$ cat config.mk
export PLATFORM = sky130hd
export DESIGN_NAME = sid_fix
export DESIGN_NICKNAME = d
export VERILOG_FILES = /design/src/rtl/sid_pkg.sv /design/src/rtl/sid_fix.sv
export SDC_FILE = /design/constraint.sdc
export NUM_CORES = 1
export LEC_CHECK = 0
export BUFFER_PORTS_ARGS = -buffer_cell sky130_fd_sc_hd__clkbuf_2
export CAP_MARGIN = 40
export CELL_PAD_IN_SITES_DETAIL_PLACEMENT = 1
export CELL_PAD_IN_SITES_GLOBAL_PLACEMENT = 2
export CORE_UTILIZATION = 26
export CTS_CLUSTER_DIAMETER = 80
export DETAILED_ROUTE_END_ITERATION = 7
export MAX_ROUTING_LAYER = met4
export PLACE_DENSITY_LB_ADDON = 0.1
export SYNTH_ARGS = -nofsm -noshare
export SYNTH_HDL_FRONTEND = slang
export SYNTH_SLANG_ARGS = --single-unit
$ cat constraint.sdc
create_clock -name i_clk -period 3.6 [get_ports i_clk]
set_input_delay 0.36 -clock i_clk [delete_from_list [all_inputs] [get_ports i_clk]]
set_output_delay 0.36 -clock i_clk [all_outputs]
set_load 0.005 [all_outputs]
$ cat src/rtl/sid_pkg.sv
// Shared types and constants for the signed integer divider.
// No dependencies; every other rtl file refers to this package by scoped names.
package sid_pkg;

    localparam int OPERAND_WIDTH = 32;
    localparam int STATUS_W      = 2;

    typedef enum logic [STATUS_W-1:0] {
        ST_OK   = STATUS_W'(0),
        ST_OVF  = STATUS_W'(1),
        ST_DIV0 = STATUS_W'(2)
    } t_status;

    localparam logic [OPERAND_WIDTH-1:0] MIN_VAL  = {1'b1, {(OPERAND_WIDTH-1){1'b0}}};
    localparam logic [OPERAND_WIDTH-1:0] MAX_VAL  = {1'b0, {(OPERAND_WIDTH-1){1'b1}}};
    localparam logic [OPERAND_WIDTH-1:0] ALL_ONES = {OPERAND_WIDTH{1'b1}};

    // One pipeline slot of the long division.
    // nq holds the remaining dividend bits at the top and the quotient bits
    // shifted in from the bottom.
    typedef struct packed {
        logic [OPERAND_WIDTH-1:0] rem;
        logic [OPERAND_WIDTH-1:0] nq;
        logic [OPERAND_WIDTH-1:0] dm;
        logic                     neg;
        t_status                  status;
    } t_stage;

endpackage

$ cat src/rtl/sid_fix.sv
// Final stage: applies the quotient sign and the special case overrides,
// and holds the response register. Depends on sid_pkg.
module sid_fix (
    input  logic                              i_clk,
    input  logic                              i_rst_n,
    input  logic                              i_en,
    input  logic                              i_valid,
    input  sid_pkg::t_stage                   i_data,
    output logic                              o_valid,
    output logic [sid_pkg::OPERAND_WIDTH-1:0] o_quotient,
    output sid_pkg::t_status                  o_status
);
    logic                              r_valid;
    logic [sid_pkg::OPERAND_WIDTH-1:0] r_quot;
    sid_pkg::t_status                  r_status;
    logic [sid_pkg::OPERAND_WIDTH-1:0] n_quot;

    always_comb begin
        case (i_data.status)
            sid_pkg::ST_DIV0: n_quot = '0;
            sid_pkg::ST_OVF:  n_quot = sid_pkg::MAX_VAL;
            default:          n_quot = i_data.neg ? (~i_data.nq + 1'b1) : i_data.nq;
        endcase
    end

    always_ff @(posedge i_clk) begin
        if (!i_rst_n) begin
            r_valid <= 1'b0;
        end else if (i_en) begin
            r_valid <= i_valid;
        end
    end

    always_ff @(posedge i_clk) begin
        if (i_en) begin
            r_quot   <= n_quot;
            r_status <= i_data.status;
        end
    end

    assign o_valid    = r_valid;
    assign o_quotient = r_quot;
    assign o_status   = r_status;
endmodule

After elaboration in Yosys (flattened, before gate mapping) --
Cells that the tools add are included.
Storage, ports and cells: bits in registers 35, input port bits 103, output and inout port bits 35, word-level logic and storage cells 9
Operators by class: add/sub/neg operators 1, eq/ne operators 2, muxes and demuxes 2, bitwise gates (word level) 1
Operator list (number):
- case mux 32 bit (2 select lines) | 1
- adder 32 x 1 -> 32 bit (second input constant) | 1
- two-way mux 32 bit | 1
- NOT 32 bit | 1
- equality test 2 x 1 -> 1 bit (second input constant) | 1
- equality test 2 bit (second input constant) | 1

Depth between registers and ports, before layout --
depth after elaboration 4, mapped depth 8, mapped depth without buffers 6

Worst setup path after synthesis --
OpenSTA, ideal clock, no wires.
kind input to register, start point in i_data[1] (netlist bit), end point reg r_quot, in the netlist o_quotient[10], data pin, setup time 0.270 ns, data arrival time 1.742 ns, data required time 3.330 ns, slack 1.588 ns, stages on the path 7, path buffers 3, cell sequence inv_1 -> ha_1 -> clkbuf_1 -> clkbuf_1 -> nor2_1 -> clkbuf_1 -> a21oi_1
On the way: longest elaborated chain between the ends 2, elaborated cells between the ends (all ways) 3, classes of those cells 2 x eq/ne; 1 x mux
Ends and longest elaborated chain:
- from (decl) | line sid_fix.sv:8 | input sid_pkg::t_stage i_data,
- equality test 2 x 1 -> 1 bit / equality test 2 bit (equally long branches) | line sid_fix.sv:19 | case (i_data.status)
- case mux 32 bit (2 select lines) (*) | line sid_fix.sv:19
- net n_quot (one bit) | line sid_fix.sv:16 | logic [sid_pkg::OPERAND_WIDTH-1:0] n_quot;
- to (signal assigned) | line sid_fix.sv:36 | r_quot <= n_quot;
- to (decl) | line sid_fix.sv:14 | logic [sid_pkg::OPERAND_WIDTH-1:0] r_quot;
The timed path passes the listed nets; every way through them passes the cells marked *. A chain may end at the register's enable or synchronous reset.

Final worst setup path --
start point in i_data[1] (netlist bit), end point reg r_quot, in the netlist o_quotient[16], data pin
The elaborated chain is that of the path after synthesis.

==> summary.md <==
| Metric | Value |
|---|---|
| Fin Hold WS | `254 ps` |
| Mapped Area | `2390 sq um` |
| Remaining DRCs | `10` |
| Setup violators final | `0` |
| Worst-path clk slew | `80 ps` |
| Htree depth | `2` |
| Period Utilization, post-route | `0.637` |
| Worst rel slew slack | `0.540` |
| LEAKAGE | `1.12 nW` |
| Max Freq | `0.436 GHz` |
| Avg Cell Area, Syn | `9.78 sq um` |
| VDD IR max | `0.110 mV` |
| Ant diodes | `0` |
| CP Capture Type | `register` |
| Failing checks | `design-rule violations` |
| Tot GR Track Use | `0.172` |
| Flip-flop and latch area | `1040 sq um` |
| Synth warnings | `0` |
| PortBufs | `73` |
| Finished Layout Cells | `418` |
| Final hold violation count | `0` |
| Hold Path Class | `in -> reg` |
| Area grow syn2layout | `23.2%` |
| Crit path DAT | `2300 ps` |
| Power Density | `361 nW/um^2` |
| Clk Latency, worst-skew pair | `290 ps` |
| First-pass GRT wire length | `12.5 mm` |
| Die height | `97.8 um` |
| Gr busiest metal | `met2` |
| Setup bufs post-CTS | `0` |
| Die Area | `9560 sq um` |
| Worst R2R Path Depth | `2` |
| Hold Path Sink | `o_status[1]$_DFFE_PP_` |
| Routed via count | `2315` |
| Nets | `415` |
| Setup crit start kind | `input port` |
| Number of synthesized flops with an enable pin | `34` |
| Met2 usage | `0.272` |
| Hold Path Stages | `1` |
| Total congestion overflow | `0` |
| Vias per cell | `5.54` |
| Kind of critical path | `in -> reg` |
| Count of pins over their slew limit | `0` |
| Reg2reg setup slack | `3000 ps` |
| CTS tree | `done` |
| Flops & latches, synth | `35` |
| Post-DRT Antenna Nets | `0` |
| CTS sink cnt | `35` |
| Largest net degree at the start of global routing | `31` |
| Num CTS Buffers | `5` |
| Hold Buf Count CTS | `0` |
| CTS Buffer Depth | `2` |
| Unrepaired setup endpoints after global routing | `false` |
| Worst Path Max Fanout | `20` |
| Area of the multi-input gates | `1240 sq um` |
| DRT Wirelength | `7.68 mm` |
| Pre-CTS setup slack | `991 ps` |
| Global-route met3 utilization | `0.0322` |
| Run status | `finished with violations` |
| DP HPWL | `5.67 mm` |
| FP Rows | `34` |
| Die X | `97.8 um` |
| Crit Reg-Reg Startpoint | `o_valid$_SDFFE_PN0P_` |
| Gp weighted congestion | `0.722` |
| Root Driver | `clkbuf_8` |
| Hold Startpoint | `i_data[1]` |
| Core ar. | `8810 sq um` |
| End of the worst register-to-register path | `o_valid$_SDFFE_PN0P_` |
| Placed cell count | `410` |
| Ys flop type | `edfxtp_1` |
| Fraction of registers with async set/reset | `0` |
| Pre-antenna DRT Iters | `6` |
| Setup TNS | `0 ps` |
| Setup ws final | `1310 ps` |
| # resized after CTS | `0` |
| I/O pin count | `138` |
| Synth cell types | `56` |
| Drt wl/cell | `18.4 um` |
| Fill cells | `1038` |
| Skew final | `0 ps` |
| Worst slew pin tran | `689 ps` |
| Initial Util | `0.271` |
| Share of cells above drive strength 1 | `0.300` |
| Post-Synthesis Cells | `244` |
| Req. time, crit path | `3610 ps` |
| Min cycle time layout | `2290 ps` |
| Vias in the first global route | `2328` |
| Initial antenna violation count | `0` |
| Syn Nets | `350` |
| Initial DRC count | `89` |
| MaxCap Viol Count | `0` |
| Register area share after synthesis | `0.436` |
| GRT met1 Usage | `0.225` |
[synth_stat cells, types with 4 or more instances]
master | count | share of area
a21oi_1 | 17 | 0.036
a311oi_1 | 5 | 0.018
clkbuf_1 | 15 | 0.024
edfxtp_1 | 34 | 0.43
inv_1 | 9 | 0.014
nand2_1 | 11 | 0.017
nand2b_1 | 4 | 0.010
nand3_1 | 6 | 0.013
nor2_1 | 14 | 0.022
nor3_1 | 19 | 0.040
nor4_1 | 18 | 0.047
o21ai_0 | 7 | 0.015
xnor2_1 | 7 | 0.026
xor2_1 | 4 | 0.015
[cells by family after synthesis]
family | count (synthesis) | synth area share
AOI/OAI and AO/OA | 60 | 0.185
muxes | 2 | 0.00839
DFF | 35 | 0.436
buffers and inverters | 27 | 0.0430
and+or+nand+nor | 106 | 0.272
adders and majority gates | 3 | 0.0157
xor gates and xnor gates | 11 | 0.0404
[placed cells by master (no fill, tap or decap), drive strengths merged, types with 4 or more instances in the layout]
cell,n
clkbuf,79
edfxtp,34
nor3,20
nor4,20
a21oi,17
nor2,14
nand2,11
inv,9
o21ai,7
xnor2,7
nand3,6
a311oi,5
xor2,4
nand2b,4
nand4,4
or2,4
[per-stage QoR]
stage	total power [W]	util	area, sq um
finish	0.00106	0.334	2940
global route	0.00113	0.334	2940
CTS	0.00108	0.334	2940
detailed placement	0.000796	0.325	2860
global placement	0.000790	0.322	2830
floorplan	0.000661	-	2390
[routing by layer]
layer  wire (um)  share of wire  up-vias
li1            -              -     1102
met1        3710           0.48     1142
met2        3590           0.47       63
met3         331          0.043        8
met4          51         0.0066        0
met5           0              0        -
[sequential cells by signal, indices dropped and copies added (netlist names)]
| register | flops |
|---|---|
| o_valid | 1 |
| o_status | 2 |
| o_quotient | 32 |
[worst max-delay path, cell delays in order]
cell and delay, ps:
clkbuf_2 80, inv_1 30, ha_1 490, inv_1 620, nor4_1 120, a2111oi_0 580
[report_power, final]
part / total, W / switching [W] / internal [W]
combinational: 0.000264 / 0.000158 / 0.000106
clock: 0.000278 / 0.000146 / 0.000132
sequential: 0.000520 / 0.0000124 / 0.000508
[worst max-delay path by stage]
| stage | to | cells past startpoint | from |
|---|---|---|---|
| after floorplan | o_quotient[10]$_DFFE_PP_ | 7 | i_data[1] |
| after global placement | o_quotient[16]$_DFFE_PP_ | 6 | i_data[1] |
| after detailed placement | o_quotient[16]$_DFFE_PP_ | 6 | i_data[1] |
| after CTS | o_quotient[16]$_DFFE_PP_ | 6 | i_data[1] |
| after global routing | o_quotient[16]$_DFFE_PP_ | 7 | i_data[35] |
| final | o_quotient[16]$_DFFE_PP_ | 6 | i_data[1] |
[cell type report]
type,instances,share of cell area
clock buffers,6,0.0247
clock inverters,2,0.00255
inverters,9,0.0115
multi-input cells,182,0.423
flip-flops and latches,35,0.354
well taps,108,0.0460
repair buffers,76,0.139
No activity file was read; power rests on OpenSTA's default activity.
