`config.mk`:
```
export PLATFORM = sky130hd
export DESIGN_NAME = sid_prep
export DESIGN_NICKNAME = d
export VERILOG_FILES = /design/src/rtl/sid_pkg.sv /design/src/rtl/sid_prep.sv
export SDC_FILE = /design/constraint.sdc
export NUM_CORES = 1
export LEC_CHECK = 0
export BUFFER_PORTS_ARGS = -buffer_cell sky130_fd_sc_hd__buf_2
export CORE_MARGIN = 10
export CORE_UTILIZATION = 45
export CTS_CLUSTER_SIZE = 10
export DETAILED_ROUTE_END_ITERATION = 12
export MAX_ROUTING_LAYER = met4
export PLACE_DENSITY = 0.76
export SLEW_MARGIN = 20
export SYNTH_ARGS = -nofsm -noshare
export SYNTH_HDL_FRONTEND = slang
export SYNTH_SLANG_ARGS = --single-unit
```
`constraint.sdc`:
```
create_clock -name i_clk -period 5.7 [get_ports i_clk]
set_input_delay 1.14 -clock i_clk [delete_from_list [all_inputs] [get_ports i_clk]]
set_output_delay 1.14 -clock i_clk [all_outputs]
set_load 0.03 [all_outputs]
```
`src/rtl/sid_pkg.sv`:
```
// Shared types and constants for the signed integer divider.
// No dependencies; every other rtl file refers to this package by scoped names.
package sid_pkg;

    localparam int OPERAND_WIDTH = 32;
    localparam int STATUS_W      = 2;

    typedef enum logic [STATUS_W-1:0] {
        ST_OK   = STATUS_W'(0),
        ST_OVF  = STATUS_W'(1),
        ST_DIV0 = STATUS_W'(2)
    } t_status;

    localparam logic [OPERAND_WIDTH-1:0] MIN_VAL  = {1'b1, {(OPERAND_WIDTH-1){1'b0}}};
    localparam logic [OPERAND_WIDTH-1:0] MAX_VAL  = {1'b0, {(OPERAND_WIDTH-1){1'b1}}};
    localparam logic [OPERAND_WIDTH-1:0] ALL_ONES = {OPERAND_WIDTH{1'b1}};

    // One pipeline slot of the long division.
    // nq holds the remaining dividend bits at the top and the quotient bits
    // shifted in from the bottom.
    typedef struct packed {
        logic [OPERAND_WIDTH-1:0] rem;
        logic [OPERAND_WIDTH-1:0] nq;
        logic [OPERAND_WIDTH-1:0] dm;
        logic                     neg;
        t_status                  status;
    } t_stage;

endpackage

```
`src/rtl/sid_prep.sv`:
```
// Entry stage: special case detection, operand magnitudes and result sign.
// Depends on sid_pkg.
module sid_prep (
    input  logic                              i_clk,
    input  logic                              i_rst_n,
    input  logic                              i_en,
    input  logic                              i_valid,
    input  logic [sid_pkg::OPERAND_WIDTH-1:0] i_num,
    input  logic [sid_pkg::OPERAND_WIDTH-1:0] i_den,
    output logic                              o_valid,
    output sid_pkg::t_stage                   o_data
);
    logic            r_valid;
    sid_pkg::t_stage r_data;
    sid_pkg::t_stage n_data;
    logic            nneg;
    logic            dneg;

    always_comb begin
        nneg          = i_num[sid_pkg::OPERAND_WIDTH-1];
        dneg          = i_den[sid_pkg::OPERAND_WIDTH-1];
        n_data.rem    = '0;
        // negating the most negative value yields its own pattern, which is
        // the correct magnitude read unsigned
        n_data.nq     = nneg ? (~i_num + 1'b1) : i_num;
        n_data.dm     = dneg ? (~i_den + 1'b1) : i_den;
        n_data.neg    = nneg ^ dneg;
        if (i_den == '0) begin
            n_data.status = sid_pkg::ST_DIV0;
        end else if (i_num == sid_pkg::MIN_VAL && i_den == sid_pkg::ALL_ONES) begin
            n_data.status = sid_pkg::ST_OVF;
        end else begin
            n_data.status = sid_pkg::ST_OK;
        end
    end

    always_ff @(posedge i_clk) begin
        if (!i_rst_n) begin
            r_valid <= 1'b0;
        end else if (i_en) begin
            r_valid <= i_valid;
        end
    end

    always_ff @(posedge i_clk) begin
        if (i_en) begin
            r_data <= n_data;
        end
    end

    assign o_valid = r_valid;
    assign o_data  = r_data;
endmodule

```
=== Word level (Yosys, flattened, before mapping) ===
Cells that the tools add are included.

* Output and inout port bits: 100
* Bits in registers: 68
* Logic and storage cells: 19
* Input bits: 68

* Add/subtract/negate cells: 2
* Bitwise operators: 3
* Equality and inequality tests: 2
* Reduce and logical (&&, ||, !) cells: 2
* Multiplexer cells: 3

{| class="wikitable"
|+ Operators by type and width
! kind !! count
|-
| $add A32 B1 Y32 const B || 2
|-
| $eq A32 B32 Y1 const B || 2
|-
| $not A32 Y32 || 2
|-
| $mux W31 || 2
|-
| $logic_not A32 Y1 || 1
|-
| $logic_and A1 B1 Y1 || 1
|-
| $mux W1 || 1
|-
| $xor A1 B1 Y1 || 1
|}

=== Logic depth before layout (Yosys ltp) ===
Gate-level depths: netlist (run 1).

* Depth after elaboration: 3
* Gate-level depth with buffers: 6
* Depth with buffers taken out: 6

=== Least setup slack after synthesis (run 1) ===
OpenSTA, ideal clock, no wires.

* Kind: in2reg
* From: in i_num[15] (netlist name)
* To: reg r_data, in the netlist o_data[64] (data pin)
* Cell stages on the path: 6
* Path buffers: 2
* Data arrival time: 2748 ps
* Library setup time: 262 ps
* Path slack: 2690 ps
* Required time: 5438 ps
* Cell sequence: or4_4 > or4_1 > buf_2 > buf_6 > o41ai_4 > xnor2_1

{| class="wikitable"
|+ RTL lines
! element !! RTL line !! text
|-
| from (decl) || sid_prep.sv:8 || <nowiki>input logic [sid_pkg::OPERAND_WIDTH-1:0] i_num,</nowiki>
|-
| to (signal assigned) || sid_prep.sv:47 || <nowiki>r_data <= n_data;</nowiki>
|-
| to (decl) || sid_prep.sv:14 || <nowiki>sid_pkg::t_stage r_data;</nowiki>
|}

==> results of run 1 <==
metal layers:
metal  share of wire  vias up
met1            0.41     1375
li1                -     1406
met3           0.063       14
met4           0.025        0
met5               0        -
met2            0.50      133
area by class of cell:
type / instances / area share
Clock buffer: 10 / 0.02708
Inverter: 5 / 0.003983
Timing Repair Buffer: 136 / 0.1450
Clock inverter: 6 / 0.01673
Multi-Input combinational cell: 231 / 0.3481
Tap cell: 105 / 0.02788
Sequential cell: 68 / 0.4312
state kept, by name, indices dropped and copies added (netlist names):
name,flops
o_data,67
o_valid,1
how the worst max path moves through the flow:
stage	from	end	slack, ns	cells after the start
floorplan	i_num[15]	o_data[64]	2.69	6
global placement	i_num[15]	o_data[61]	2.36	5
detailed placement	i_num[15]	o_data[62]	2.27	5
CTS	i_num[15]	o_data[62]	2.62	5
global route	i_num[7]	o_data[62]	2.41	5
finish	i_num[7]	o_data[62]	2.54	5
through the flow:
stage | setup WS (ns) | power [W] | utilization
floorplan | 2.690 | 0.0008548 | -
global placement | 2.360 | 0.0009471 | 0.5429
detailed placement | 2.274 | 0.0009533 | 0.5429
CTS | 2.619 | 0.001373 | 0.5678
global route | 2.410 | 0.001421 | 0.5678
finish | 2.543 | 0.001360 | 0.5678
layout by cell type, fill, tap and decap left out, drive strengths merged:
master / count
nor3b: 1
nand4: 9
edfxtp: 67
buf: 136
or2: 6
nor2: 3
mux2i: 1
nand3b: 1
clkinv: 3
o21ai: 12
xor2: 2
nor4: 8
nor3: 10
nand2: 19
o41a: 1
nor2b: 1
and4: 1
or4: 5
bufinv: 2
or3: 5
dfxtp: 1
ha: 4
nand2b: 4
xnor2: 57
conb: 32
nor4b: 2
clkbuf: 10
nand4b: 1
clkinvlp: 1
or3b: 1
o41ai: 18
nand3: 7
o31ai: 19
or4b: 1
inv: 5
critical path, cell delays in order:
cell and delay, ns:
buf_2 0.12, nor4_1 0.60, nand4_1 0.61, o41ai_1 0.63, xnor2_1 0.12
power breakdown:
group	internal (W)	leakage [nW]	switching [W]
sequential	0.000611	0.663	0.0000115
clock	0.000242	0.0990	0.000177
combinational	0.0000923	1.04	0.000227
total	0.000945	1.80	0.000415
cells by family (layout without fill, tap and decap cells):
| family | after synthesis | in the layout | share of synthesized area |
|---|---|---|---|
| and+or+nand+nor | 85 | 85 | 0.1271 |
| DFF | 68 | 68 | 0.5237 |
| xor gates and xnor gates | 59 | 59 | 0.1332 |
| AOI/OAI and AO/OA | 50 | 50 | 0.1161 |
| buffers and inverters | 50 | 157 | 0.08352 |
| adders and majority gates | 4 | 4 | 0.01290 |
| other | 1 | 32 | 0.0009665 |
| muxes | 1 | 1 | 0.002580 |
==> reports/metrics.cfg, run 1 <==
[timing]
min_period_ns=3.157
fmax_mhz=316.8
hold_viol=0
fin_setup_tns_ns=0
hold_ws_ns=0.5356
drv_slew=0
final.setup_skew_ns=0
worst_pin_slew_ns=0.8899
relSlewSlack=0.4067
fin_crit_sh=0.5538
setup_viol_count_final=0
rsz0062_at_grt=false

[critical_path]
critical_path_class=input port to flip-flop
r2r_slack_ns=5.10
worst_r2r_endpoint=o_valid
path_max_fanout=10
crit_path_start_kind=input port
r2r_cells=2
r2r-start=o_valid
cp-end-kind=flip-flop
cp.arrival_ns=3.22
required_ns=5.77

[routing]
avgViaCountPerCell=5.219
drt_first_pass_iters=4
initialDrtViolationCount=198
wl_per_cell_microns=18.09
postRouteAntennaNets=0
drt-total-wl_microns=10150
via_count=2928
remaining_drc_errors=0

[yosys]
seq_area_frac_synth=0.5237
yosys-top-cells-count=edfxtp_1, xnor2_1, buf_4
synth_cell_types=39
ys.flop_type=edfxtp_1
syn-instance-count=318
synth_area_sq_mm=0.003880
synth_warnings=0
synth_edf_count=67
yosysTopAreaCell=edfxtp_1
synth_most_common_cell=edfxtp_1
synth_area_leaders=edfxtp_1, xnor2_1, buf_4
async_flop_share=0
syn_avg_cell_area_sq_um=12.20
synth_top_cell_area_share=0.5185
synth-seq-cells=68

[clocking]
path_clk_slew_ns=0.07
post_cts_buffers=0
cts_hold_buffers=0
cts-root-buf=clkbuf_8
clkSinkCount=68
cts_buffers=9
insertion_delay_ns=0.32
cts.repair.resized=0
cts_buffer_depth=2
cts_tree=yes
cts_max_level=3

[place]
io_buffers=135
gp_congestion=0.8617
dp_hpwl_microns=7847
post_dp_cell_area_sq_mm=0.004506
place_inst=545

[grt]
grt_pass1_wl_microns=15710
first_global_vias=3095
met3_usage=0.03064
grt.busiest_layer=met2
grt_util_met2=0.2565
grt_antenna_before_repair=0
grt_util_met1=0.1816
gr-total-overflow=0
grtUsageTotal=0.1564
grt_max_degree=69

[job]
drv_cap=0

[floorplan]
start_util=0.4675
dieWidth_microns=112.9
dieArea_sq_mm=0.01274
core-area_sq_mm=0.008299
row_count=33
ioPinCount=168
die_h_microns=112.9

[finish]
drive_above_1_share=0.3662
syn_to_final_growth_pct=21.44
multi_input_area_sq_mm=0.001640
antennaDiodeCount=0
finalInstanceArea_sq_mm=0.004712
layout.nets=523
fillCellCount=721
final_cells=561
ff_latch_area_sq_mm=0.002032

[worst_hold_path]
hold_depth=2
holdPathEnd=o_valid
hp-start=o_valid
hold_path_class=flip-flop to flip-flop

[status]
status=finished clean

[power]
power.density_mw_per_mm2=288.6
p_leak_nw=1.799
ir_drop_mv=0.1333

(Power assumes the default switching activity.)
==> run 2: changes to the inputs <==
Clock period 5.7 ns to 2.99 ns, I/O delays scaled along.
==> run 2 against run 1 <==
Highest routed layer unchanged. Die area unchanged. Design area increased by 1.8%. Clock power increased by 120%. Final cell count increased by 1.2%. Utilization increased by 1.0 points. First-iteration DRC count decreased by 18%. Sequential cell count unchanged.
==> reports/metrics.cfg, run 2 (synthesized netlist as in run 1, its figures left out) <==
[status]
status=finished clean

[power]
fin_total_pwr_w=0.002700  ; +99%
p_int_w=0.001894  ; +100%
p_comb_frac=0.227  ; -0.007
sequentialPowerShare=0.439  ; -0.018
p_clk_frac=0.334  ; +0.026
ir_drop_mv=0.2510  ; +88%
power.density_mw_per_mm2=562.9  ; +95%
p_leak_nw=1.849  ; +2.8%
p_sw_w=0.0008069  ; +95%
p_sw_frac=0.2988  ; -0.006072

[floorplan]
dieArea_sq_mm=0.01274  ; unchanged
start_util=0.4675  ; unchanged
dieWidth_microns=112.9  ; unchanged
row_count=33  ; unchanged
die_h_microns=112.9  ; unchanged
core-area_sq_mm=0.008299  ; unchanged
ioPinCount=168  ; unchanged

[routing]
via_count=2995  ; +2.3%
drt-total-wl_microns=10190  ; +0.35%
initialDrtViolationCount=162  ; -18%
avgViaCountPerCell=5.273  ; +1.0%
wl_per_cell_microns=17.93  ; -0.88%
remaining_drc_errors=0  ; unchanged
postRouteAntennaNets=0  ; unchanged
drt_first_pass_iters=4  ; unchanged

[grt]
first_global_vias=3049  ; -1.5%
grt_antenna_before_repair=0  ; unchanged
grt_pass1_wl_microns=15560  ; -0.97%
grtUsageTotal=0.1564  ; about the same
gr-total-overflow=0  ; unchanged
grt_max_degree=43  ; -38%

[critical_path]
cp-end-kind=flip-flop
r2r_cells=2  ; unchanged
r2r_slack_ns=2.40  ; -2.70 ns
crit_path_start_kind=input port
worst_r2r_endpoint=o_valid
path_max_fanout=10  ; unchanged
cp.arrival_ns=2.54  ; -0.68 ns
r2r-start=o_valid
required_ns=3.09  ; -2.68 ns
critical_path_class=input port to flip-flop

[timing]
rsz0062_at_grt=false
final.setup_skew_ns=0  ; unchanged
fin_setup_tns_ns=0  ; unchanged
worst_pin_slew_ns=0.5633  ; -0.3266 ns
fmax_mhz=408.4
hold_ws_ns=0.4876  ; -0.04804 ns
hold_viol=0  ; unchanged
min_period_ns=2.448
relSlewSlack=0.6210  ; +0.2142
fin_crit_sh=0.8189
drv_slew=0  ; unchanged
setup_viol_count_final=0  ; unchanged

[finish]
antennaDiodeCount=0  ; unchanged
drive_above_1_share=0.3823  ; +0.01606
largest_reg_flops=67  ; unchanged
final_util=0.5780  ; +0.01025
final_cell_mix=buf_2, edfxtp_1, xnor2_1
layout.nets=530  ; +1.3%
syn_to_final_growth_pct=23.64
finalInstanceArea_sq_mm=0.004797  ; +1.8%
final_common_cell=buf_2

[worst_hold_path]
hp-start=i_rst_n
hold_depth=2  ; unchanged
hold_path_class=input port to flip-flop
holdPathEnd=o_valid

[clocking]
insertion_delay_ns=0.33  ; about the same
post_cts_buffers=0  ; unchanged
cts_max_level=3  ; unchanged
cts_buffer_depth=2  ; unchanged
cts_tree=yes
cts_buffers=9  ; unchanged
cts.repair.resized=0  ; unchanged
cts_hold_buffers=0  ; unchanged
clkSinkCount=68  ; unchanged
path_clk_slew_ns=0.08  ; about the same
cts-root-buf=clkbuf_8

[place]
gp_congestion=0.8141  ; -5.5%
dp_hpwl_microns=7976  ; +1.6%
io_buffers=135  ; unchanged
post_dp_cell_area_sq_mm=0.004558  ; +1.2%

[job]
drv_cap=0  ; unchanged

==> run 2: cell types whose count changed in the layout (fill, tap and decap cells not counted) <==
| cell | previous run | this run |
|---|---|---|
| buf_4 | 1 | 8 |
| clkinv_1 | 3 | 1 |
| bufinv_16 | 2 | 3 |
| clkbuf_1 | 1 | 0 |
| clkinv_2 | 0 | 1 |
| clkinv_4 | 0 | 1 |
==> run 2: routing by layer <==
| metal | vias up | global-route usage | routed length, microns | part of all wire |
|---|---|---|---|---|
| met1 | 1427 | 0.1819 | 4123 | 0.40 |
| met5 | - | - | 0 | 0 |
| li1 | 1420 | - | - | - |
| met3 | 13 | 0.03275 | 648 | 0.064 |
| met2 | 135 | 0.2588 | 5256 | 0.52 |
| met4 | 0 | 0.06176 | 157 | 0.015 |
==> run 2: how the worst max path moves through the flow <==
| stage | from | end | slack, ns | cells past startpoint |
|---|---|---|---|---|
| after floorplan | i_num[15] | o_data[64] | 0.52 | 6 |
| after global placement | i_den[15] | o_data[31] | 0.25 | 5 |
| after detailed placement | i_den[15] | o_data[29] | 0.19 | 5 |
| after CTS | i_den[15] | o_data[29] | 0.57 | 5 |
| after global routing | i_num[13] | o_data[61] | 0.46 | 6 |
| final | i_den[15] | o_data[32] | 0.54 | 5 |
==> run 2: cell type report <==
type                            count  area (sq um)
Fill cell                         698          3502
Sequential cell                    68          2032
Multi-Input combinational cell    231          1640
Timing Repair Buffer              143         735.7
Tap cell                          105         131.4
Clock buffer                        9         123.9
Clock inverter                      7         115.1
Inverter                            5         18.77
==> run 2: per-stage QoR <==
| step | instances | setup slack, ns |
|---|---|---|
| after CTS | 568 | 0.5715 |
| after global routing | 568 | 0.4642 |
| after global placement | 552 | 0.2518 |
| final | 568 | 0.5415 |
| after floorplan | 349 | 0.5219 |
| after detailed placement | 552 | 0.1940 |
==> run 2: power by group through the flow <==
stage                     logic, W  clock network (W)  registers [W]
after detailed placement  0.000615                  0        0.00121
after floorplan           0.000220                  0        0.00141
after global placement    0.000607                  0        0.00120
final                     0.000613           0.000903        0.00118
after global routing      0.000654           0.000966        0.00119
after CTS                 0.000617           0.000925        0.00119
==> run 2: critical path, cell delays in order <==
cell	delay [ns]
buf_2	0.13
or4_4	0.55
or4b_1	0.73
o41ai_2	0.44
xnor2_1	0.10
