### config.mk
export PLATFORM = sky130hd
export DESIGN_NAME = sid_step
export DESIGN_NICKNAME = d
export VERILOG_FILES = /design/src/rtl/sid_pkg.sv /design/src/rtl/sid_step.sv
export SDC_FILE = /design/constraint.sdc
export NUM_CORES = 1
export LEC_CHECK = 0
export BUFFER_PORTS_ARGS = -buffer_cell sky130_fd_sc_hd__buf_2
export CORE_AREA = 2 2 125 127
export CTS_CLUSTER_SIZE = 28
export DETAILED_ROUTE_END_ITERATION = 10
export DIE_AREA = 0 0 127 129
export GPL_ROUTABILITY_DRIVEN = 0
export PLACE_DENSITY = 0.68
export SYNTH_ARGS = -nofsm -noshare
export SYNTH_HDL_FRONTEND = slang
export SYNTH_SLANG_ARGS = --single-unit
### constraint.sdc
create_clock -name i_clk -period 5.85 [get_ports i_clk]
set_input_delay 1.17 -clock i_clk [delete_from_list [all_inputs] [get_ports i_clk]]
set_output_delay 1.17 -clock i_clk [all_outputs]
set_load 0.05 [all_outputs]
### src/rtl/sid_pkg.sv
// Shared types and constants for the signed integer divider.
// No dependencies; every other rtl file refers to this package by scoped names.
package sid_pkg;

    localparam int OPERAND_WIDTH = 32;
    localparam int STATUS_W      = 2;

    typedef enum logic [STATUS_W-1:0] {
        ST_OK   = STATUS_W'(0),
        ST_OVF  = STATUS_W'(1),
        ST_DIV0 = STATUS_W'(2)
    } t_status;

    localparam logic [OPERAND_WIDTH-1:0] MIN_VAL  = {1'b1, {(OPERAND_WIDTH-1){1'b0}}};
    localparam logic [OPERAND_WIDTH-1:0] MAX_VAL  = {1'b0, {(OPERAND_WIDTH-1){1'b1}}};
    localparam logic [OPERAND_WIDTH-1:0] ALL_ONES = {OPERAND_WIDTH{1'b1}};

    // One pipeline slot of the long division.
    // nq holds the remaining dividend bits at the top and the quotient bits
    // shifted in from the bottom.
    typedef struct packed {
        logic [OPERAND_WIDTH-1:0] rem;
        logic [OPERAND_WIDTH-1:0] nq;
        logic [OPERAND_WIDTH-1:0] dm;
        logic                     neg;
        t_status                  status;
    } t_stage;

endpackage

### src/rtl/sid_step.sv
// One restoring division step: shift in a dividend bit, trial subtract,
// shift the resulting quotient bit into nq. Depends on sid_pkg.
module sid_step (
    input  logic            i_clk,
    input  logic            i_rst_n,
    input  logic            i_en,
    input  logic            i_valid,
    input  sid_pkg::t_stage i_data,
    output logic            o_valid,
    output sid_pkg::t_stage o_data
);
    logic                            r_valid;
    sid_pkg::t_stage                 r_data;
    sid_pkg::t_stage                 n_data;
    logic [sid_pkg::OPERAND_WIDTH-1:0] shifted;
    logic [sid_pkg::OPERAND_WIDTH:0]   diff;
    logic                              ge;

    // rem stays below the divisor magnitude, so the shifted value fits
    always_comb begin
        shifted = {i_data.rem[sid_pkg::OPERAND_WIDTH-2:0],
                   i_data.nq[sid_pkg::OPERAND_WIDTH-1]};
        diff    = {1'b0, shifted} - {1'b0, i_data.dm};
        ge      = ~diff[sid_pkg::OPERAND_WIDTH];
        n_data        = i_data;
        n_data.rem    = ge ? diff[sid_pkg::OPERAND_WIDTH-1:0] : shifted;
        n_data.nq     = {i_data.nq[sid_pkg::OPERAND_WIDTH-2:0], ge};
    end

    always_ff @(posedge i_clk) begin
        if (!i_rst_n) begin
            r_valid <= 1'b0;
        end else if (i_en) begin
            r_valid <= i_valid;
        end
    end

    always_ff @(posedge i_clk) begin
        if (i_en) begin
            r_data <= n_data;
        end
    end

    assign o_valid = r_valid;
    assign o_data  = r_data;
endmodule

* Yosys cells after proc, flatten, opt, wreduce, memory -nomap -nowiden
Index checks and enable logic that the tools add are counted.
Cells by class: add/sub/neg operators 1, mux-type cells 1, bitwise gates (word level) 1
Operators with widths (count):
- subtractor 32 x 32 -> 33 bit | 1
- two-way mux 32 bit | 1
- inverter 1 bit | 1
Word-level totals: register bits after elaboration 100, input port bits 103, output and inout port bits 100, logic and storage cells 9

* Logic depth before layout (Yosys ltp)
Gate-level depths: netlist of run 1.
word-level depth 2, depth in mapped cells 13, mapped depth without buffers 12

* Worst setup path after synthesis of run 1
OpenSTA, ideal clock, no wires.
path kind input -> register, start point input port i_data[66] (netlist name), end point register r_data (netlist bit o_data[87]) (data pin), setup time 262 ps, arrival time 3910 ps, slack 1678 ps, stages on the path 12, path through inv_1 > ha_1 > fa_1 > nand2b_1 > a21oi_2 > o2111ai_1 > and2_1 > o31a_1 > o21a_1 > o31ai_4 > buf_6 > mux2_1
RTL lines:
- start, declared | RTL line sid_step.sv:8 | input sid_pkg::t_stage i_data,
- end signal, assigned | RTL line sid_step.sv:40 | r_data <= n_data;
- end, declared | RTL line sid_step.sv:13 | sid_pkg::t_stage r_data;

==> results of run 1 <==
-- critical path, stage by stage --
cell	delay (ns)
buf_2	0.11
ha_1	0.25
fa_1	0.41
nand2b_1	0.20
a21oi_2	0.23
o2111ai_1	0.20
and2_1	0.23
o31a_1	0.39
o21a_1	0.30
o31ai_4	0.26
buf_4	0.35
mux2_2	0.38
-- final timing paths --
check	from	slack, ns	endpoint
max reg2reg	o_valid$_SDFFE_PN0P_	5.25	o_valid$_SDFFE_PN0P_
min reg2reg	o_valid$_SDFFE_PN0P_	0.53	o_valid$_SDFFE_PN0P_
max	i_data[3]	1.45	o_data[76]$_DFFE_PP_
min	o_valid$_SDFFE_PN0P_	0.53	o_valid$_SDFFE_PN0P_
-- per-layer routing --
layer,vias to the layer above,global-route usage [%]
li1,1983,-
met1,1886,17.7
met2,159,25.2
met3,15,3.53
met4,0,5.95
met5,-,0
-- cells in the mapped netlist (6+ instances only) --
library cell and n:
a21o_1 14, a21oi_1 46, clkbuf_1 6, edfxtp_1 99, ha_1 32, inv_1 40
mux2_2 6, nand2_1 19, nand2b_1 7, nand3_1 7, nand4_1 6, nor2_1 37
o21a_1 7, o21ai_0 17, xnor2_1 20, xor2_1 9
-- cell families after synthesis --
logic type               Yosys count  synth area share [%]
AO/OA/AOI/OAI                    113                  13.9
flip-flops                       100                  58.0
AND/OR/NAND/NOR                   90                  7.94
buffers and inverters             53                  4.49
adder cells (fa/ha/maj)           33                  8.15
XOR/XNOR                          29                  4.93
multiplexers                      12                  2.60
-- sequential cells by signal, summed over array words and instances, names as in the netlist --
signal and flops:
o_data 99, o_valid 1
-- cells in the final DEF (no fill, tap or decap), types with 3 or more instances in the layout --
cell type and n:
a211oi_1 4, a21o_1 14, a21oi_1 46, a31oi_1 5, and2_1 4, buf_2 200, buf_4 4, clkbuf_16 9
edfxtp_1 99, ha_1 32, inv_1 40, inv_6 3, mux2_1 5, mux2_2 6, nand2_1 19, nand2b_1 7
nand3_1 7, nand4_1 6, nor2_1 37, nor2b_1 3, nor3_1 4, o21a_1 7, o21ai_0 17, o31a_1 3
xnor2_1 20, xor2_1 9
-- final cells by class --
class	instances	area, um2	share of cell area, %
Clock buffer	9	225	3.39
Clock inverter	7	68.8	1.04
Inverter	40	150	2.26
Multi-Input combinational cell	277	1930	29.1
Sequential cell	100	2990	45.1
Tap cell	188	235	3.55
Timing Repair Buffer	204	1030	15.5
-- where the power goes --
part | switching, mW | leakage [nW] | internal, mW | total, mW
registers | 0.0159 | 0.978 | 0.872 | 0.888
clock network | 0.281 | 0.138 | 0.300 | 0.580
logic | 0.449 | 1.84 | 0.180 | 0.629
total | 0.745 | 2.96 | 1.35 | 2.10
==> results summary, run 1 <==
In the final timing run, aggregate negative setup slack is 0 ns. After detailed routing, no signal wire sits above met4. The most used flip-flop cell after synthesis is edfxtp_1. The arrival time at the worst endpoint is 4.50 ns.

The length in cells of the worst reg-to-reg path is 2. The worst vdd rail ir drop came out at around 0.00013 V. The worst-case setup slack after placement came out at 1.11 ns. The endpoint class of the critical path is a flip-flop. The clock latency on the worst-skew pair came out at 0.34 ns. The cell area that synthesis handed to floorplanning was around 5200 um2. The first-pass iteration count of the detailed router is 5. The setup slack of the critical path after layout came out at 1.45 ns.

Counting tap cells, the placed design contains a total of approximately 810 instances. The number of sinks on the clock net is 100. The cell depth of the worst hold path is 2. The number of cells in the finished layout apart from fillers came out at 825. The global-route wire length before repair came out at 19.0 mm. For this run, the post-layout net count is 768. The min-delay analysis places its worst path in the category flip-flop to flip-flop. The standard cell area after detailed placement is 6340 um2. The quantity of hold-fixing buffers added after cts is 0. The global-route usage over all layers came out at 14.6%.

STA classifies the critical path startpoint as a primary input. Ranked by total cell area, the synthesized netlist is headed by edfxtp_1 (58%), ha_1 (7.8%), a21oi_1 (4.5%), xnor2_1 (3.4%), inv_1 (2.9%). The row count came out at 45. In this run, the number of DRC markers left after iteration 0 of detailed routing was 198. edfxtp_1 takes more of the synthesized area than any other cell.

The ratio of cells with drive above 1 in the final layout came out at 35.9%. The total setup violations reported at the end of the flow came out at 0. The final design instance area without fill came out at 6640 um2. Detailed routing placed a total of just under 6 mm of wire on met2. The pin count of the biggest net entering global routing is 52. The via count of the first global-routing pass is approximately 4000. The number of pins exceeding their max-slew limit in the final report is 0. The number of enable-type register cells in the synthesized netlist is 99. The number of vias per cell after detailed routing came out at 4.90. After detailed routing, the number of remaining DRC violations is 0. The net count after synthesis is ~570. The routed design has between 10 and 15 mm of wire. Of the post-synthesis cell area, the dominant cell type holds 57.7%.

The register bit total from synthesis is 100. Setup repair after global routing left no endpoint under its margin. The post-layout total power is between 2 and 2.5 mW. The minimum clock period after layout is 4.40 ns. After detailed routing, the met3 layer carries 810 um of wire.

The final-layout fill cell count came out at roughly 1400. At the pin with the least slew margin, the transition time is 0.685 ns. In the finished design, the share of the clock period the worst path needs comes to 75.3%.

The initial antenna violation count came out at 0. The routed length per placed instance is around 15 um. The required time of the critical path came out at 5.95 ns.

The detailed placer's ending HPWL came out at 9.49 mm. Port buffering added 201 buffers. The leakage power came out at a little under 3 nW.

By startpoint and endpoint, the worst setup path is classified as primary input to flip-flop. Clock-pin slew was measured on the worst setup and hold paths at 0.07 ns. The clock skew is 0 ns. The flow ran to the end, and the final reports show no timing, DRC or antenna violations. The number of top-level pins came out at 203.

The number of antenna-violating nets in the routed design came out at 0. The power density normalized to cell area is 316 nW/um2. The post-synthesis instance total is 430. The area overhead of the layout relative to synthesis came out at 28.7%. The CTS H-tree depth is 3. The achievable frequency is 227 MHz. The global-route congestion overflow total is 0.

The number of different library cells used by synthesis comes to 43. Along the worst path, the maximum fanout reaches 27. The die width came out at 127 um. The sequential-to-total area share from yosys stat is between 50 and 60%. In this run the tightest slew margin relative to its limit is a little over half. The worst slack on hold paths came out at 0.532 ns.

Max-cap violations in this run came to 0. TritonCTS built the clock tree. The overall die height is 129 um. The overall die area came out at approximately 16000 um2. The initial utilization of the core area, before any placement, comes to about a third.

The Yosys warning count came out at 0. In this run the deepest clock path goes through 2 buffers. The post-synthesis async set-or-reset flop share is 0%. The count of cells resized by post-cts repair came out at 0. The wire length on met1 is 5.25 mm. The core area came out at 15000 um2. Summing over every cut layer, the via total after detailed routing is 4043. The average instance area after synthesis is 12.0 um2. The final-report hold violation count is 0. The utilization after layout is 44.3%. The total setup buffers inserted after CTS is 0.

The diode insertion count for antenna repair is 0. In this run the clock root is driven by a clkbuf_16. The clock buffer count from CTS is 9.
Note: power is estimated with default switching activity, not from simulation.
==> run 2, diff against run 1 <==
--- a/config.mk
+++ b/config.mk
@@ -11,7 +11,7 @@
 export DETAILED_ROUTE_END_ITERATION = 10
 export DIE_AREA = 0 0 127 129
 export GPL_ROUTABILITY_DRIVEN = 0
-export PLACE_DENSITY = 0.68
+export PLACE_DENSITY = 0.7
 export SYNTH_ARGS = -nofsm -noshare
 export SYNTH_HDL_FRONTEND = slang
 export SYNTH_SLANG_ARGS = --single-unit
==> constraint.sdc (replaced) <==
create_clock -name i_clk -period 3.8 [get_ports i_clk]
set_input_delay 0.76 -clock i_clk [delete_from_list [all_inputs] [get_ports i_clk]]
set_output_delay 0.76 -clock i_clk [all_outputs]
set_load 0.05 [all_outputs]
==> results summary, run 2 (synthesis gave the netlist of run 1 again) <==
The startpoint identified for the worst register-to-register timing path is o_valid$_SDFFE_PN0P_. The die width is 127 um. The max-cap violation count came out at 0. The standard cell area after detailed placement came out at 6470 um2. The remaining routing DRC violations is 0. The number of antenna-violating nets in the routed design came out at 0.

The slew at the pin closest to its max-slew limit came out at 0.547 ns. For this run, the number of standard cells in the final layout without fillers is 840. The global-route wire length before repair is 18.5 mm. The remaining max-slew budget at the tightest pin is 63.5%. The CTS H-tree depth came out at 3.

The length in cells of the worst reg-to-reg path is 2. Across the VDD grid, the largest voltage drop is 0.000249 V. The ratio of cells with drive above 1 in the final layout is 37.4%. In this run the critical register-to-register path is captured at o_valid$_SDFFE_PN0P_.

The critical path is of the primary input to flip-flop type. The first-pass iteration count of the detailed router is 4. After floorplanning, the core was sized to cover 15000 um2.

The total setup violations reported at the end of the flow is 0. The number of sinks on the clock net came out at 100. No sink is reached through more buffers than the 2 on the longest clock path. The count of nets after finishing came out at 783. Post-CTS repair changed the size of 0 cells. The fraction of the cycle the final worst path needs is 94.9%. Setup repair after global routing left no endpoint under its margin. The effective utilization at floorplan is around a third. The clock transition at the registers of the reported paths is approximately 0.070 ns. The clock skew is 0 ns. The via count of the first global-routing pass is 3897. The count of routing violations after the opening detailed-route iteration came out at around 210.

0 antenna diodes ended up in the layout. The number of pins exceeding their max-slew limit in the final report came out at 0. The area overhead of the layout relative to synthesis is 31.4%. The worst hold path passes through 2 cells.

The global-route congestion overflow total came out at 0. Detailed placement finished with a half-perimeter wire length of 9.09 mm. The worst reg-to-reg setup slack came out at 3.21 ns. In this run the worst hold path is classified as flip-flop to flip-flop. The final-report hold violation count is 0. The total of buffers placed on input and output ports is 201. The run finished with clean final reports. Entering global routing, the biggest net connects 62 pins.

The sum of routed wire length over all layers came out at approximately 12 mm. The achievable frequency is approximately 280 MHz. The flip-flop count of the largest register, all copies and words added is 99. The final design instance area without fill came out at 6770 um2. The via count is about 4000. The post-layout total power is 3.30 mW.

The clock reaches the later pin of the worst-skew pair after 0.34 ns. The global-route usage over all layers is 14.2%. The power density normalized to cell area is 487 nW/um2. The startpoint identified for the worst hold timing path is o_valid$_SDFFE_PN0P_. The number of top-level pins is 203. STA classifies the critical path endpoint as a flip-flop. The peak fanout along the critical path is 18. After floorplanning, the core was divided into 45 placement rows.

The minimum clock period after layout came out at 3.61 ns. STA classifies the critical path startpoint as a primary input. In this run the post-CTS setup repair buffer count came out at 0.

In this run the static leakage power is 3.04 nW. In the final routed layout, each cell accounts on average for 13.9 um. At the worst endpoint, the required time is 3.90 ns. Data on the critical path arrives at its endpoint at 3.70 ns.

The placed cell count is 824. The library cells used most frequently in the layout, excluding fill and tap cells, are buf_2 (200), edfxtp_1 (99), a21oi_1 (46), inv_1 (40), nor2_1 (37). Leaving out fill and tap cells, the most frequent cell in the layout is buf_2. Buffers inserted to repair hold after CTS numbered 0. The overall die height is 129 um. The overall die area came out at 16400 um2.

After detailed routing, the number of vias per cell comes to 4.82. The initial antenna violation count is 0. The CTS root buffer is clkbuf_16. The clock buffer count from CTS is 9. TritonCTS built the clock tree. The worst hold path terminates at o_valid$_SDFFE_PN0P_.
## run 2: changes by cell type in the layout (fill, tap and decap cells not counted), sizes merged
cell | previous run | this run
buf | 204 | 219
bufinv | 0 | 1
inv | 44 | 43
## run 2: layout make-up
type,instances,area [um2]
Clock inverter,7,82.6
Fill cell,1428,8200
Inverter,40,150
Sequential cell,100,2990
Multi-Input combinational cell,277,1930
Tap cell,188,235
Clock buffer,9,225
Timing Repair Buffer,219,1160
## run 2: metrics by stage
stage	setup TNS (ns)	hold slack, ns	setup slack, ns	utilization [%]
finish	0	0.524	0.193	45.2
global route	0	0.559	0.0675	45.2
CTS	0	0.532	0.169	45.2
detailed placement	-2.95	0.514	-0.191	43.2
global placement	-2.54	0.492	-0.161	43.2
floorplan	0	0.743	0.0379	-
## run 2: worst max-delay path by stage
stage | startpoint | endpoint | slack [ns]
global placement | i_data[66] | o_data[85]$_DFFE_PP_ | -0.16
finish | i_data[3] | o_data[84]$_DFFE_PP_ | 0.19
global route | i_data[3] | o_data[84]$_DFFE_PP_ | 0.07
detailed placement | i_data[3] | o_data[84]$_DFFE_PP_ | -0.19
floorplan | i_data[66] | o_data[87]$_DFFE_PP_ | 0.04
CTS | i_data[3] | o_data[84]$_DFFE_PP_ | 0.17
## run 2: critical path: stages
cell and delay (ns):
buf_2 0.11, ha_1 0.22, fa_1 0.41, nand2b_1 0.20
a21oi_2 0.18, o2111ai_1 0.17, and2_1 0.20, o31a_1 0.34
o21a_1 0.23, o31ai_4 0.23, buf_4 0.28, mux2_2 0.37
## run 2: report_power, final
group / internal [mW] / switching (mW) / leakage (nW) / total [mW]
logic: 0.296 / 0.686 / 1.92 / 0.982
clock network: 0.521 / 0.426 / 0.145 / 0.947
registers: 1.34 / 0.0256 / 0.978 / 1.37
## run 2: routing by layer
layer / wire length (um) / vias to the layer above / track usage (%)
met3: 763 / 18 / 3.91
met4: 191 / 0 / 5.17
met2: 5480 / 143 / 23.2
met1: 5280 / 1875 / 18.2
met5: 0 / - / 0
li1: - / 2009 / -
